File: config.mk
export PLATFORM = sky130hd
export DESIGN_NAME = servo_recipe_sequencer_flat
export DESIGN_NICKNAME = d
export VERILOG_FILES = /design/src/design/srs_pkg.sv /design/src/design/srs_req_if.sv /design/src/design/srs_rsp_if.sv /design/src/design/servo_recipe_sequencer.sv /design/src/design/srs_ram.sv /design/src/flat_wrapper.sv
export SDC_FILE = /design/constraint.sdc
export NUM_CORES = 1
export LEC_CHECK = 0
export BUFFER_PORTS_ARGS = -buffer_cell sky130_fd_sc_hd__buf_2
export CORE_ASPECT_RATIO = 0.7
export CORE_MARGIN = 2
export CORE_UTILIZATION = 50
export DETAILED_ROUTE_END_ITERATION = 8
export PLACE_DENSITY = 0.68
export SYNTH_ARGS = -nofsm -noshare
export SYNTH_HDL_FRONTEND = slang
export SYNTH_SLANG_ARGS = --single-unit
File: constraint.sdc
create_clock -name clock -period 19.4 [get_ports clock]
set_clock_uncertainty 0.15 [all_clocks]
set_input_delay 0.97 -clock clock [delete_from_list [all_inputs] [get_ports clock]]
set_output_delay 0.97 -clock clock [all_outputs]
set_load 0.03 [all_outputs]
File: src/design/srs_pkg.sv
// ---------------------------------------------------------------------------
// srs_pkg: shared types and constants of the servo recipe sequencer
// field widths, opcodes, command codes and the duty reciprocal table
// ---------------------------------------------------------------------------
package srs_pkg;

   localparam int RECIPE_DEPTH = 32;
   localparam int CHANNELS     = 2;

   // recipe store holds one block of RECIPE_DEPTH bytes per channel
   localparam int IDX_W   = $clog2(RECIPE_DEPTH);
   localparam int IP_W    = $clog2(RECIPE_DEPTH + 1);
   localparam int STORE_DEPTH = CHANNELS * RECIPE_DEPTH;
   localparam int STORE_AW    = $clog2(STORE_DEPTH);

   localparam int FUNC_W   = 2;
   localparam int CH_W     = 1;
   localparam int LADDR_W  = 5;
   localparam int BYTE_W   = 8;
   localparam int CMD_W    = 3;
   localparam int DUTY_W   = 16;
   localparam int WAIT_W   = 6;
   localparam int POS_W    = 5;
   localparam int OP_W     = 3;
   localparam int ARG_W    = 5;
   localparam int PWM_W    = 16;

   localparam logic [PWM_W-1:0] PWM_RESET = PWM_W'(20000);
   localparam logic [POS_W-1:0] POS_RESET = POS_W'(2);
   localparam logic [POS_W-1:0] POS_MIN   = POS_W'(1);
   localparam logic [POS_W-1:0] POS_MAX   = POS_W'(6);

   localparam logic [FUNC_W-1:0] FUNC_LOAD = 2'd0;
   localparam logic [FUNC_W-1:0] FUNC_CMD  = 2'd1;
   localparam logic [FUNC_W-1:0] FUNC_STEP = 2'd2;

   localparam logic [CMD_W-1:0] CMD_BEGIN    = 3'd1;
   localparam logic [CMD_W-1:0] CMD_PAUSE    = 3'd2;
   localparam logic [CMD_W-1:0] CMD_LEFT     = 3'd3;
   localparam logic [CMD_W-1:0] CMD_RIGHT    = 3'd4;
   localparam logic [CMD_W-1:0] CMD_CONTINUE = 3'd5;

   localparam logic [OP_W-1:0] OP_MOV      = 3'b001;
   localparam logic [OP_W-1:0] OP_WAIT     = 3'b010;
   localparam logic [OP_W-1:0] OP_LOOP     = 3'b100;
   localparam logic [OP_W-1:0] OP_LOOP_END = 3'b101;

   // duty = (period * magic) >> DUTY_SHIFT, magic = ceil(2^21 / divisor),
   // exact for every 16-bit period and divisors from 9 up to 32
   localparam int MAGIC_W    = 18;
   localparam int DUTY_SHIFT = 21;
   localparam int PROD_W     = PWM_W + MAGIC_W;

   function automatic logic pos_in_range(input logic [POS_W-1:0] p);
      return (p >= POS_MIN) && (p <= POS_MAX);
   endfunction

   function automatic logic [MAGIC_W-1:0] duty_magic(input logic [POS_W-1:0] p);
      logic [MAGIC_W-1:0] m;
      case (p)
         5'd1: m = MAGIC_W'(209716);   // divide by 10
         5'd2: m = MAGIC_W'(190651);   // divide by 11
         5'd3: m = MAGIC_W'(174763);   // divide by 12
         5'd4: m = MAGIC_W'(149797);   // divide by 14
         5'd5: m = MAGIC_W'(131072);   // divide by 16
         5'd6: m = MAGIC_W'(116509);   // divide by 18
         default: m = '0;
      endcase
      return m;
   endfunction

endpackage

File: src/design/srs_req_if.sv
// ---------------------------------------------------------------------------
// srs_req_if: request channel of the servo recipe sequencer
// valid/ready handshake carrying one request word
// ---------------------------------------------------------------------------
interface srs_req_if import srs_pkg::*; ();

   logic                valid;
   logic                ready;
   logic [FUNC_W-1:0]   func;
   logic [CH_W-1:0]     servo_select;
   logic [LADDR_W-1:0]  load_address;
   logic [BYTE_W-1:0]   recipe_byte;
   logic [CMD_W-1:0]    command;

   modport source (
      output valid, func, servo_select, load_address, recipe_byte, command,
      input  ready
   );

   modport sink (
      input  valid, func, servo_select, load_address, recipe_byte, command,
      output ready
   );

endinterface

File: src/design/srs_rsp_if.sv
// ---------------------------------------------------------------------------
// srs_rsp_if: response channel of the servo recipe sequencer
// valid/ready handshake carrying one status word per request
// ---------------------------------------------------------------------------
interface srs_rsp_if import srs_pkg::*; ();

   logic                valid;
   logic                ready;
   logic [CH_W-1:0]     channel;
   logic                duty_valid;
   logic [DUTY_W-1:0]   duty;
   logic [WAIT_W-1:0]   wait_units;
   logic [POS_W-1:0]    position;
   logic                halted;
   logic                loop_error;
   logic                recipe_ended;

   modport source (
      output valid, channel, duty_valid, duty, wait_units, position, halted,
             loop_error, recipe_ended,
      input  ready
   );

   modport sink (
      input  valid, channel, duty_valid, duty, wait_units, position, halted,
             loop_error, recipe_ended,
      output ready
   );

endinterface

File: src/design/servo_recipe_sequencer.sv
// ---------------------------------------------------------------------------
// servo_recipe_sequencer: two-channel servo recipe sequencer
// loads recipe bytes, applies user commands and steps one instruction a word
// ---------------------------------------------------------------------------
// Takes one request word per clock while the response side is not stalled
// and returns exactly one response word for each, in order. The recipe bytes
// of both channels live in a 64 x 8 memory with a registered read port: a
// step word reads its instruction in the accept cycle and is executed in the
// execute stage, where the channel state (pointer, position, loop and pause)
// is updated; the instruction pointer is forwarded to the memory address so
// back-to-back steps on one channel run at full rate. The duty stage turns
// the position into a PWM compare value with one 16 x 18 reciprocal multiply.
// Delays are reported in 100 ms units, never waited out. The user must write
// pwm_period through csr_wr_en/csr_wr_data only while no word is in flight,
// not enforced by the block. A step reaching an unloaded slot is undefined.
// ---------------------------------------------------------------------------
module servo_recipe_sequencer import srs_pkg::*; (
   input  logic             clock,
   input  logic             reset,
   srs_req_if.sink          req_chan,
   srs_rsp_if.source        rsp_chan,
   input  logic             csr_wr_en,
   input  logic [PWM_W-1:0] csr_wr_data
);

   // configuration
   logic [PWM_W-1:0]  pwm_period_ff;

   // per-channel state
   logic [IP_W-1:0]   ip_ff        [CHANNELS];
   logic [POS_W-1:0]  pos_ff       [CHANNELS];
   logic [ARG_W-1:0]  loops_ff     [CHANNELS];
   logic              active_ff    [CHANNELS];
   logic [IP_W-1:0]   start_ff     [CHANNELS];
   logic              paused_ff    [CHANNELS];

   // execute stage
   logic              s1_valid_ff;
   logic [CH_W-1:0]   s1_ch_ff;
   logic [FUNC_W-1:0] s1_func_ff;
   logic [CMD_W-1:0]  s1_cmd_ff;
   logic [IP_W-1:0]   s1_ip_ff;

   // duty stage
   logic               s2_valid_ff;
   logic [CH_W-1:0]    s2_ch_ff;
   logic               s2_dv_ff;
   logic [MAGIC_W-1:0] s2_magic_ff;
   logic [WAIT_W-1:0]  s2_wait_ff;
   logic [POS_W-1:0]   s2_pos_ff;
   logic               s2_halt_ff;
   logic               s2_lerr_ff;
   logic               s2_end_ff;

   // output register
   logic               out_valid_ff;
   logic [CH_W-1:0]    out_ch_ff;
   logic               out_dv_ff;
   logic [DUTY_W-1:0]  out_duty_ff;
   logic [WAIT_W-1:0]  out_wait_ff;
   logic [POS_W-1:0]   out_pos_ff;
   logic               out_halt_ff;
   logic               out_lerr_ff;
   logic               out_end_ff;

   logic               out_free;
   logic               s2_free;
   logic               s1_free;
   logic               s1_fire;
   logic               accept;
   logic [IP_W-1:0]    fwd_ip;
   logic               store_wr_en;
   logic [STORE_AW-1:0] store_wr_addr;
   logic               store_rd_en;
   logic [STORE_AW-1:0] store_rd_addr;
   logic [BYTE_W-1:0]  store_rd_data;

   // execute stage results
   logic [POS_W-1:0]   cur_pos;
   logic [OP_W-1:0]    op;
   logic [ARG_W-1:0]   arg;
   logic [POS_W-1:0]   nudge_pos;
   logic [IP_W-1:0]    ip_in;
   logic [POS_W-1:0]   pos_in;
   logic [ARG_W-1:0]   loops_in;
   logic               active_in;
   logic [IP_W-1:0]    start_in;
   logic               paused_in;
   logic               dv_in;
   logic [POS_W-1:0]   duty_pos;
   logic [WAIT_W-1:0]  wait_in;
   logic               lerr_in;
   logic               end_in;
   logic [PROD_W-1:0]  duty_prod;

   // pipeline flow: a stage moves on when the one after it is empty or moving
   assign out_free = !out_valid_ff || rsp_chan.ready;
   assign s2_free  = !s2_valid_ff || out_free;
   assign s1_free  = !s1_valid_ff || s2_free;
   assign s1_fire  = s1_valid_ff && s2_free;
   assign accept   = req_chan.valid && s1_free;
   assign req_chan.ready = s1_free;

   // pointer as it will stand once the word in the execute stage retires
   always_comb begin
      if (s1_valid_ff && (s1_ch_ff == req_chan.servo_select)) begin
         fwd_ip = ip_in;
      end else begin
         fwd_ip = ip_ff[req_chan.servo_select];
      end
   end

   assign store_wr_en   = accept && (req_chan.func == FUNC_LOAD) &&
                          ($unsigned(req_chan.load_address) < RECIPE_DEPTH);
   assign store_wr_addr = {req_chan.servo_select, IDX_W'(req_chan.load_address)};
   assign store_rd_en   = accept && (req_chan.func == FUNC_STEP);
   assign store_rd_addr = {req_chan.servo_select, fwd_ip[IDX_W-1:0]};

   srs_ram #(
      .WIDTH (BYTE_W),
      .DEPTH (STORE_DEPTH)
   ) u_recipe_store (
      .clock   (clock),
      .wr_en   (store_wr_en),
      .wr_addr (store_wr_addr),
      .wr_data (req_chan.recipe_byte),
      .rd_en   (store_rd_en),
      .rd_addr (store_rd_addr),
      .rd_data (store_rd_data)
   );

   assign cur_pos = pos_ff[s1_ch_ff];
   assign op      = store_rd_data[BYTE_W-1 -: OP_W];
   assign arg     = store_rd_data[ARG_W-1:0];

   always_comb begin
      ip_in     = s1_ip_ff;
      pos_in    = cur_pos;
      loops_in  = loops_ff[s1_ch_ff];
      active_in = active_ff[s1_ch_ff];
      start_in  = start_ff[s1_ch_ff];
      paused_in = paused_ff[s1_ch_ff];
      dv_in     = 1'b0;
      duty_pos  = '0;
      wait_in   = '0;
      lerr_in   = 1'b0;
      end_in    = 1'b0;
      nudge_pos = '0;
      case (s1_func_ff)
         FUNC_CMD: begin
            case (s1_cmd_ff)
               CMD_BEGIN: begin
                  ip_in     = '0;
                  paused_in = 1'b0;
               end
               CMD_PAUSE: begin
                  paused_in = 1'b1;
               end
               CMD_LEFT: begin
                  nudge_pos = cur_pos - 1'b1;
                  dv_in     = pos_in_range(nudge_pos);
                  duty_pos  = nudge_pos;
                  if ((cur_pos <= POS_MAX) && (cur_pos > POS_MIN)) begin
                     pos_in = nudge_pos;
                  end
               end
               CMD_RIGHT: begin
                  nudge_pos = cur_pos + 1'b1;
                  dv_in     = pos_in_range(nudge_pos);
                  duty_pos  = nudge_pos;
                  if ((cur_pos < POS_MAX) && (cur_pos >= POS_MIN)) begin
                     pos_in = nudge_pos;
                  end
               end
               CMD_CONTINUE: begin
                  paused_in = 1'b0;
               end
               default: begin
               end
            endcase
         end
         FUNC_STEP: begin
            if (!paused_ff[s1_ch_ff]) begin
               if ($unsigned(s1_ip_ff) >= RECIPE_DEPTH) begin
                  paused_in = 1'b1;
                  end_in    = 1'b1;
               end else begin
                  case (op)
                     OP_MOV: begin
                        dv_in    = pos_in_range(arg);
                        duty_pos = arg;
                        if (cur_pos > arg) begin
                           wait_in = WAIT_W'(cur_pos - arg);
                        end else begin
                           wait_in = WAIT_W'(arg - cur_pos);
                        end
                        pos_in = arg;
                        ip_in  = s1_ip_ff + 1'b1;
                     end
                     OP_WAIT: begin
                        wait_in = WAIT_W'(arg) + 1'b1;
                        ip_in   = s1_ip_ff + 1'b1;
                     end
                     OP_LOOP: begin
                        ip_in = s1_ip_ff + 1'b1;
                        if (active_ff[s1_ch_ff]) begin
                           // nested loop stops the channel
                           lerr_in   = 1'b1;
                           paused_in = 1'b1;
                        end else begin
                           active_in = 1'b1;
                           loops_in  = arg;
                           start_in  = s1_ip_ff + 1'b1;
                        end
                     end
                     OP_LOOP_END: begin
                        if (active_ff[s1_ch_ff] && (loops_ff[s1_ch_ff] != '0)) begin
                           ip_in    = start_ff[s1_ch_ff];
                           loops_in = loops_ff[s1_ch_ff] - 1'b1;
                        end else begin
                           active_in = 1'b0;
                           ip_in     = s1_ip_ff + 1'b1;
                        end
                     end
                     default: begin
                        // end marker or unknown opcode, pointer holds
                        paused_in = 1'b1;
                        end_in    = 1'b1;
                     end
                  endcase
               end
            end
         end
         default: begin
         end
      endcase
   end

   assign duty_prod = PROD_W'(pwm_period_ff) * PROD_W'(s2_magic_ff);

   // control state
   always_ff @(posedge clock) begin
      if (reset) begin
         pwm_period_ff <= PWM_RESET;
         s1_valid_ff   <= 1'b0;
         s2_valid_ff   <= 1'b0;
         out_valid_ff  <= 1'b0;
         for (int c = 0; c < CHANNELS; c++) begin
            ip_ff[c]     <= '0;
            pos_ff[c]    <= POS_RESET;
            loops_ff[c]  <= '0;
            active_ff[c] <= 1'b0;
            start_ff[c]  <= '0;
            paused_ff[c] <= 1'b1;
         end
      end else begin
         if (csr_wr_en) begin
            pwm_period_ff <= csr_wr_data;
         end
         if (s1_free) begin
            s1_valid_ff <= req_chan.valid;
         end
         if (s2_free) begin
            s2_valid_ff <= s1_valid_ff;
         end
         if (out_free) begin
            out_valid_ff <= s2_valid_ff;
         end
         if (s1_fire) begin
            ip_ff[s1_ch_ff]     <= ip_in;
            pos_ff[s1_ch_ff]    <= pos_in;
            loops_ff[s1_ch_ff]  <= loops_in;
            active_ff[s1_ch_ff] <= active_in;
            start_ff[s1_ch_ff]  <= start_in;
            paused_ff[s1_ch_ff] <= paused_in;
         end
      end
   end

   // payload registers
   always_ff @(posedge clock) begin
      if (accept) begin
         s1_ch_ff   <= req_chan.servo_select;
         s1_func_ff <= req_chan.func;
         s1_cmd_ff  <= req_chan.command;
         s1_ip_ff   <= fwd_ip;
      end
      if (s1_fire) begin
         s2_ch_ff    <= s1_ch_ff;
         s2_dv_ff    <= dv_in;
         s2_magic_ff <= duty_magic(duty_pos);
         s2_wait_ff  <= wait_in;
         s2_pos_ff   <= pos_in;
         s2_halt_ff  <= paused_in;
         s2_lerr_ff  <= lerr_in;
         s2_end_ff   <= end_in;
      end
      if (s2_valid_ff && out_free) begin
         out_ch_ff   <= s2_ch_ff;
         out_dv_ff   <= s2_dv_ff;
         out_duty_ff <= s2_dv_ff ? DUTY_W'(duty_prod >> DUTY_SHIFT) : '0;
         out_wait_ff <= s2_wait_ff;
         out_pos_ff  <= s2_pos_ff;
         out_halt_ff <= s2_halt_ff;
         out_lerr_ff <= s2_lerr_ff;
         out_end_ff  <= s2_end_ff;
      end
   end

   assign rsp_chan.valid        = out_valid_ff;
   assign rsp_chan.channel      = out_ch_ff;
   assign rsp_chan.duty_valid   = out_dv_ff;
   assign rsp_chan.duty         = out_duty_ff;
   assign rsp_chan.wait_units   = out_wait_ff;
   assign rsp_chan.position     = out_pos_ff;
   assign rsp_chan.halted       = out_halt_ff;
   assign rsp_chan.loop_error   = out_lerr_ff;
   assign rsp_chan.recipe_ended = out_end_ff;

endmodule

File: src/design/srs_ram.sv
// ---------------------------------------------------------------------------
// srs_ram: generic simple dual-port ram
// one write port, one read port with registered read data
// ---------------------------------------------------------------------------
module srs_ram #(
   parameter int WIDTH = 8,
   parameter int DEPTH = 64
) (
   input  logic                     clock,
   input  logic                     wr_en,
   input  logic [$clog2(DEPTH)-1:0] wr_addr,
   input  logic [WIDTH-1:0]         wr_data,
   input  logic                     rd_en,
   input  logic [$clog2(DEPTH)-1:0] rd_addr,
   output logic [WIDTH-1:0]         rd_data
);

   logic [WIDTH-1:0] mem_ff [DEPTH];
   logic [WIDTH-1:0] rd_data_ff;

   always_ff @(posedge clock) begin
      if (wr_en) begin
         mem_ff[wr_addr] <= wr_data;
      end
      if (rd_en) begin
         rd_data_ff <= mem_ff[rd_addr];
      end
   end

   assign rd_data = rd_data_ff;

endmodule

File: src/flat_wrapper.sv
// flat-port wrapper written by rule: the top's interface ports become plain ports
module servo_recipe_sequencer_flat import srs_pkg::*;
  (clock, reset, csr_wr_en, csr_wr_data, req_chan_valid, req_chan_func, req_chan_servo_select, req_chan_load_address, req_chan_recipe_byte, req_chan_command, req_chan_ready, rsp_chan_valid, rsp_chan_channel, rsp_chan_duty_valid, rsp_chan_duty, rsp_chan_wait_units, rsp_chan_position, rsp_chan_halted, rsp_chan_loop_error, rsp_chan_recipe_ended, rsp_chan_ready);
  srs_req_if req_chan_i ();
  srs_rsp_if rsp_chan_i ();
  input  logic clock;
  input  logic reset;
  input  logic csr_wr_en;
  input  logic [PWM_W-1:0] csr_wr_data;
  input wire logic [$bits(req_chan_i.valid)-1:0] req_chan_valid;
  input wire logic [$bits(req_chan_i.func)-1:0] req_chan_func;
  input wire logic [$bits(req_chan_i.servo_select)-1:0] req_chan_servo_select;
  input wire logic [$bits(req_chan_i.load_address)-1:0] req_chan_load_address;
  input wire logic [$bits(req_chan_i.recipe_byte)-1:0] req_chan_recipe_byte;
  input wire logic [$bits(req_chan_i.command)-1:0] req_chan_command;
  output wire logic [$bits(req_chan_i.ready)-1:0] req_chan_ready;
  output wire logic [$bits(rsp_chan_i.valid)-1:0] rsp_chan_valid;
  output wire logic [$bits(rsp_chan_i.channel)-1:0] rsp_chan_channel;
  output wire logic [$bits(rsp_chan_i.duty_valid)-1:0] rsp_chan_duty_valid;
  output wire logic [$bits(rsp_chan_i.duty)-1:0] rsp_chan_duty;
  output wire logic [$bits(rsp_chan_i.wait_units)-1:0] rsp_chan_wait_units;
  output wire logic [$bits(rsp_chan_i.position)-1:0] rsp_chan_position;
  output wire logic [$bits(rsp_chan_i.halted)-1:0] rsp_chan_halted;
  output wire logic [$bits(rsp_chan_i.loop_error)-1:0] rsp_chan_loop_error;
  output wire logic [$bits(rsp_chan_i.recipe_ended)-1:0] rsp_chan_recipe_ended;
  input wire logic [$bits(rsp_chan_i.ready)-1:0] rsp_chan_ready;
  assign req_chan_i.valid = req_chan_valid;
  assign req_chan_i.func = req_chan_func;
  assign req_chan_i.servo_select = req_chan_servo_select;
  assign req_chan_i.load_address = req_chan_load_address;
  assign req_chan_i.recipe_byte = req_chan_recipe_byte;
  assign req_chan_i.command = req_chan_command;
  assign req_chan_ready = req_chan_i.ready;
  assign rsp_chan_valid = rsp_chan_i.valid;
  assign rsp_chan_channel = rsp_chan_i.channel;
  assign rsp_chan_duty_valid = rsp_chan_i.duty_valid;
  assign rsp_chan_duty = rsp_chan_i.duty;
  assign rsp_chan_wait_units = rsp_chan_i.wait_units;
  assign rsp_chan_position = rsp_chan_i.position;
  assign rsp_chan_halted = rsp_chan_i.halted;
  assign rsp_chan_loop_error = rsp_chan_i.loop_error;
  assign rsp_chan_recipe_ended = rsp_chan_i.recipe_ended;
  assign rsp_chan_i.ready = rsp_chan_ready;
  servo_recipe_sequencer u_core (.clock(clock), .reset(reset), .req_chan(req_chan_i), .rsp_chan(rsp_chan_i), .csr_wr_en(csr_wr_en), .csr_wr_data(csr_wr_data));
endmodule
# Yosys cells after proc, flatten, opt, wreduce, memory -nomap -nowiden

Memory sizes are Yosys's and may differ from the RTL's. A register that Yosys moved wholly into a read port is not among the register bits.
Cells that the tools add are included.

Bits in registers: 97
Bits in writable memories: 560
Input bits: 40
Output and inout bits: 34
Logic and storage cells: 187
Memories kept: 7

Memories:

| memory                       | depth | bits a word | read ports | clocked after Yosys merged registers in | wr ports | line                         | source |
|---|---|---|---|---|---|---|---|
| u_core.u_recipe_store.mem_ff | 64    | 8           | 1          | 1                                       | 1        | srs_ram.sv:18                | `logic [WIDTH-1:0] mem_ff [DEPTH];` |
| u_core.ip_ff                 | 2     | 6           | 1          | 0                                       | 2        | servo_recipe_sequencer.sv:30 | `logic [IP_W-1:0] ip_ff [CHANNELS];` |
| u_core.start_ff              | 2     | 6           | 1          | 1                                       | 2        | servo_recipe_sequencer.sv:34 | `logic [IP_W-1:0] start_ff [CHANNELS];` |
| u_core.loops_ff              | 2     | 5           | 1          | 1                                       | 2        | servo_recipe_sequencer.sv:32 | `logic [ARG_W-1:0] loops_ff [CHANNELS];` |
| u_core.pos_ff                | 2     | 5           | 1          | 1                                       | 2        | servo_recipe_sequencer.sv:31 | `logic [POS_W-1:0] pos_ff [CHANNELS];` |
| u_core.active_ff             | 2     | 1           | 1          | 1                                       | 2        | servo_recipe_sequencer.sv:33 | `logic active_ff [CHANNELS];` |
| 1 more memories              | n/a   | n/a         | n/a        | n/a                                     | n/a      | n/a                          |  |

Add/subtract/negate cells: 7
Multipliers: 1
Magnitude comparators: 12
Equality and inequality tests: 19
Mux-type cells: 81
Bitwise gates (word level): 2
Reductions and logical operators: 33

Operators with widths:

| cell                                                 | number |
|---|---|
| case mux 18 bit (6 select lines)                     | 1 |
| 2-to-1 mux 6 bit                                     | 13 |
| 2-to-1 mux 5 bit                                     | 15 |
| case mux 5 bit (2 select lines)                      | 5 |
| 2-to-1 mux 1 bit                                     | 38 |
| case mux 6 bit (2 select lines)                      | 3 |
| multiplier 16 x 18 -> 34 bit                         | 1 |
| >= comparator 5 x 1 -> 1 bit (second input constant) | 4 |
| <= comparator 5 x 3 -> 1 bit (second input constant) | 4 |
| == test 5 x 3 -> 1 bit (second input constant)       | 3 |
| == test 3 bit (second input constant)                | 4 |
| logical AND 1 bit                                    | 12 |
| case mux 1 bit (2 select lines)                      | 6 |
| OR reduction 6 bit                                   | 2 |
| subtractor 5 x 5 -> 6 bit                            | 2 |
| == test 5 x 2 -> 1 bit (second input constant)       | 2 |
| OR reduction 5 bit                                   | 2 |
| subtractor 5 x 1 -> 5 bit (second input constant)    | 2 |
| == test 3 x 2 -> 1 bit (second input constant)       | 3 |
| OR reduction 3 bit                                   | 3 |
| OR reduction 4 bit                                   | 2 |
| adder 5 x 1 -> 6 bit (second input constant)         | 1 |
| adder 6 x 1 -> 6 bit (second input constant)         | 1 |
| == test 3 x 1 -> 1 bit (second input constant)       | 2 |
| other kinds (16)                                     | 24 |

# Logic depth before layout (Yosys ltp)

Depth in word-level cells: 9
Mapped depth: 25
Depth with buffers taken out: 24

# Hierarchy

From an unflattened synthesis, not the netlist that was laid out.

Cells, all modules: 2604
Area total of the unflattened synthesis: 36414.9 µm²

Modules (own cells, without submodules):

| module                 | times used | cells each | area each (µm²) | sequential area each (µm²) |
|---|---|---|---|---|
| srs_ram                | 1          | 931        | 20174.3         | 15615.0 |
| servo_recipe_sequencer | 1          | 1673       | 16240.6         | 3953.8 |

# Least setup slack after synthesis

Ideal clock, no wire load.

Path kind: register -> register
Start point: register u_core.s2_magic_ff[11]
End point: register u_core.out_duty_ff[10], in the netlist u_core.rsp_chan.duty[10], data pin
Library setup time: 266 ps
Arrival: 6041 ps
Required time: 18984 ps
Path slack: 12943 ps
Stages on the path, launching flop included: 23
Path buffers: 1
Clock period less this slack: 6457 ps
Cell sequence: edfxtp_1 clkbuf_1 nand2_1 fa_1 fa_1 fa_1 inv_1 fa_1 fa_1 inv_1 fa_1 inv_1 ha_1 a21o_1 a21o_1 a21oi_1 o21ai_0 a21o_1 a211o_1 a2111oi_0 o31ai_1 xnor2_1 nor2_1

Cells in the longest elaborated chain, start to end: 1

RTL lines:

| what                         | line                          | source |
|---|---|---|
| start, declared              | servo_recipe_sequencer.sv:48  | `logic [MAGIC_W-1:0] s2_magic_ff;` |
| start signal, assigned       | servo_recipe_sequencer.sv:291 | `s2_magic_ff <= duty_magic(duty_pos);` |
| multiplier 16 x 18 -> 34 bit | servo_recipe_sequencer.sv:239 | `assign duty_prod = PROD_W'(pwm_period_ff) * PROD_W'(s2_magic_ff);` |
| end signal, assigned         | servo_recipe_sequencer.sv:301 | `out_duty_ff <= s2_dv_ff ? DUTY_W'(duty_prod >> DUTY_SHIFT) : '0;` |
| end, declared                | servo_recipe_sequencer.sv:59  | `logic [DUTY_W-1:0] out_duty_ff;` |

No other way between the ends.
A chain may end at the register's enable or synchronous reset.

# Worst setup path in the final report

Start point: register u_core.s2_magic_ff[15]
End point: register u_core.out_duty_ff[10], in the netlist u_core.rsp_chan.duty[10], data pin

Same word-level chain as after synthesis.

==> results.ini <==
[outcome]
run_status = completed

[synth]
synth.distinct_cells = 87
synthTopCellsByArea = edfxtp_1 52%, fa_1 11%, ha_1 5.0%
syn_area_per_cell_sq_um = 12.1
synth_area_leader_cell = edfxtp_1
ys_seq_area_frac = 0.536
synth-async-reset-ratio = 0
yosys_most_used_dff = edfxtp_1
synth_top_cell_area_share = 0.524
synth_area_sq_um = 36500
synth_edf_count = 637
syn_inst = 3012
ys_seq_elements = 659
yosys_warnings = 0

[critical_path]
r2r_start = u_core.s2_magic_ff[15]
crit_path_max_fanout = 16
crit_required_ns = 19.64
r2r-end = u_core.rsp_chan.duty[10]
r2r_slack_ns = 12.03
start_kind = register
path_class = reg -> reg
ff2ff_path_depth = 21
end_kind = register
cp.arrival_ns = 7.61

[hold_path]
hold_end = u_core.rsp_chan.wait_units[4]
hp-class = reg -> reg
worstHoldPathCells = 0
hp-start = u_core.s2_wait_ff[4]

[global_routing]
grt_pass1_wl_um = 146000
grt_pass1_vias = 23600
antenna_found_initial = 1
grt_max_degree = 116
grt_usage = 0.257
grt_overflow = 0

[clocking]
clk_pin_slew_worst_paths_ns = 0.06
cts_inserted_buffers = 61
clockBufferDepth = 3
cts_root_buffer = clkbuf_16
ctsHtreeMaxLevel = 2
cts_setup_buffers = 0
cts-resized-gates = 0
cts_tree = done
cts.sinks = 659
ctsHoldBuffers = 0
clk_latency_ns = 0.67

[floorplan]
die_w_um = 327
core-area_sq_um = 71900
die-area_sq_um = 75300
die_y_um = 230
rows = 82
start_util = 0.508
pin_count = 74

[power_and_ir_drop]
ir_worst_vdd_uv = 87.9
powerDensity_nw_per_um2 = 101
p_leak_nw = 15.0

[route]
vias = 24100
dr.first_iter.drc_count = 2985
dr.pass1.iters = 6
drc = 0
totalWireLength_um = 96700
routedWlPerCell_um = 24.0
route.antenna.remaining_nets = 0
vias_per_cell = 5.97

[final_layout]
fillCellCount = 5941
drive_gt1_frac = 0.0756
stdcell_area_sq_um = 39500
final_net_count = 3412
syn2layout_area_growth_pct = 8.12
diodes = 0
fin_cells = 4033

[placed_design]
dp_slack_ns = 12.06
dpl.cell_count = 3923
gp_congestion = 0.963
place.port_buffers = 70
hpwl_um = 66800
place_area_sq_um = 37500

[timing]
setup_viol = 0
period_minus_slack_ns = 7.37
slew_violations = 0
finalCritPeriodShare = 0.380
fmax_mhz = 136
rsz0062_at_grt = false
relSlewSlack = 0.115
max_slew.worst_pin.slew_ns = 1.32
hold_viol = 0
setup_slack_ns = 12.03
tns_ns = 0

[job]
maxCapViolCount = 0

## power by group
group          total (mW)  switching, mW  internal (mW)  leakage, nW
clock network        1.19          0.537          0.652        0.945
logic                1.16          0.717          0.446         8.08
registers            1.62         0.0297           1.60         6.00
## critical path, cell delays in order (launching register included)
cell and delay (ns):
edfxtp_1 0.78, nand2_1 0.22, fa_1 0.55, fa_1 0.53
fa_1 0.52, inv_1 0.06, fa_1 0.52, fa_1 0.54
inv_1 0.07, fa_1 0.47, inv_1 0.04, ha_1 0.30
a21o_1 0.16, a21o_1 0.16, a21oi_1 0.15, o21ai_0 0.11
a21o_1 0.20, a211o_1 0.34, a2111oi_0 0.80, o31ai_1 0.18
xnor2_1 0.18, nor2_1 0.06
## layer usage
metal,vias to the layer above,global-route usage,routed length (um)
li1,10600,-,-
met1,12100,0.419,46000
met2,1188,0.353,39800
met3,128,0.0466,9150
met4,2,0.0523,1750
met5,-,0,13
## cell families (layout without fill, tap and decap cells)
| logic type | after synthesis | after routing | share of synthesized area |
|---|---|---|---|
| and+or+nand+nor | 929 | 929 | 0.116 |
| DFF | 659 | 659 | 0.536 |
| buffers and inverters | 457 | 510 | 0.0516 |
| AOI/OAI and AO/OA | 446 | 446 | 0.0862 |
| adders and majority gates | 352 | 352 | 0.163 |
| muxes | 145 | 145 | 0.0417 |
| xor gates and xnor gates | 23 | 23 | 0.00551 |
| other | 1 | 3 | 0.000103 |
## area by class of cell
cell class | instances | area (sq um) | share of cell area
flip-flops and latches | 659 | 19600 | 0.496
multi-input cells | 1898 | 15100 | 0.382
clock buffers | 79 | 1600 | 0.0406
well taps | 966 | 1210 | 0.0306
inverters | 309 | 1170 | 0.0296
repair buffers | 91 | 508 | 0.0129
clock inverters | 31 | 340 | 0.00862
## layout by cell type (no fill, tap or decap), types with 7 or more instances in the layout
cell       instances
a211o_1           10
a211oi_1          10
a211oi_2           7
a21o_1            15
a21oi_1          149
a221oi_1          63
a22o_1            10
a22oi_1           12
a31oi_1           24
a32oi_1           12
and2_1           123
and3_1            12
buf_2             70
buf_4             21
clkbuf_1          17
clkbuf_16         61
clkinv_1          10
clkinv_2           9
dfxtp_1           22
edfxtp_1         637
fa_1             207
ha_1             145
inv_1            302
mux2_2            14
mux2i_1          125
nand2_1          407
nand2b_1           7
nand3_1           73
nand3b_1           8
nand4_1            9
nor2_1           197
nor2b_1           18
nor3_1            27
nor4_1            12
o2111a_1           8
o21ai_0           35
o22ai_1            8
or3_1              7
xnor2_1           18
## worst max-delay path by stage
stage | slack, ns | endpoint | start | cells past startpoint
5_1_grt | 11.68 | u_core.rsp_chan.duty[10] | u_core.s2_magic_ff[8] | 21
6_report | 12.03 | u_core.rsp_chan.duty[10] | u_core.s2_magic_ff[15] | 21
2_1_floorplan | 12.94 | u_core.rsp_chan.duty[10] | u_core.s2_magic_ff[11] | 22
3_5_place_dp | 12.06 | u_core.rsp_chan.duty[10] | u_core.s2_magic_ff[7] | 22
3_3_place_gp | 12.34 | u_core.rsp_chan.duty[10] | u_core.s2_magic_ff[11] | 22
4_1_cts | 12.07 | u_core.rsp_chan.duty[10] | u_core.s2_magic_ff[7] | 22
## synthesized netlist by cell type, types with 22 or more instances
cell,instances
nor3_1,27
edfxtp_1,637
nand2_1,407
a21oi_1,149
and2_1,124
a31oi_1,24
mux2i_1,125
o21ai_0,35
dfxtp_1,22
inv_1,302
clkbuf_1,81
nand3_1,73
fa_1,207
ha_1,145
a221oi_1,63
buf_2,36
nor2_1,197
## flip-flops by register name (all words and copies together), names as in the netlist, 2 cells and up, named ones only
name,flops
u_core.s1_func_ff,2
u_core.s2_magic_ff,14
u_core.active_ff,2
u_core.rsp_chan.duty,13
u_core.pos_ff,10
u_core.pwm_period_ff,16
u_core.loops_ff,10
u_core.rsp_chan.wait_units,6
u_core.paused_ff,2
u_core.rsp_chan.position,5
u_core.s2_wait_ff,6
u_core.ip_ff,12
u_core.s2_pos_ff,5
u_core.s1_cmd_ff,3
u_core.start_ff,12
u_core.u_recipe_store.rd_data,8
u_core.u_recipe_store.mem_ff,512
u_core.s1_ip_ff,6
## through the flow
stage / utilization / total power, mW / hold WS, ns
after floorplan: - / 2.44 / 0.250
after global placement: 0.522 / 2.77 / 0.256
after global routing: 0.549 / 4.17 / 0.281
after CTS: 0.549 / 3.98 / 0.271
final: 0.549 / 3.98 / 0.270
after detailed placement: 0.522 / 2.79 / 0.255
Note: power is estimated with default switching activity, not from simulation.
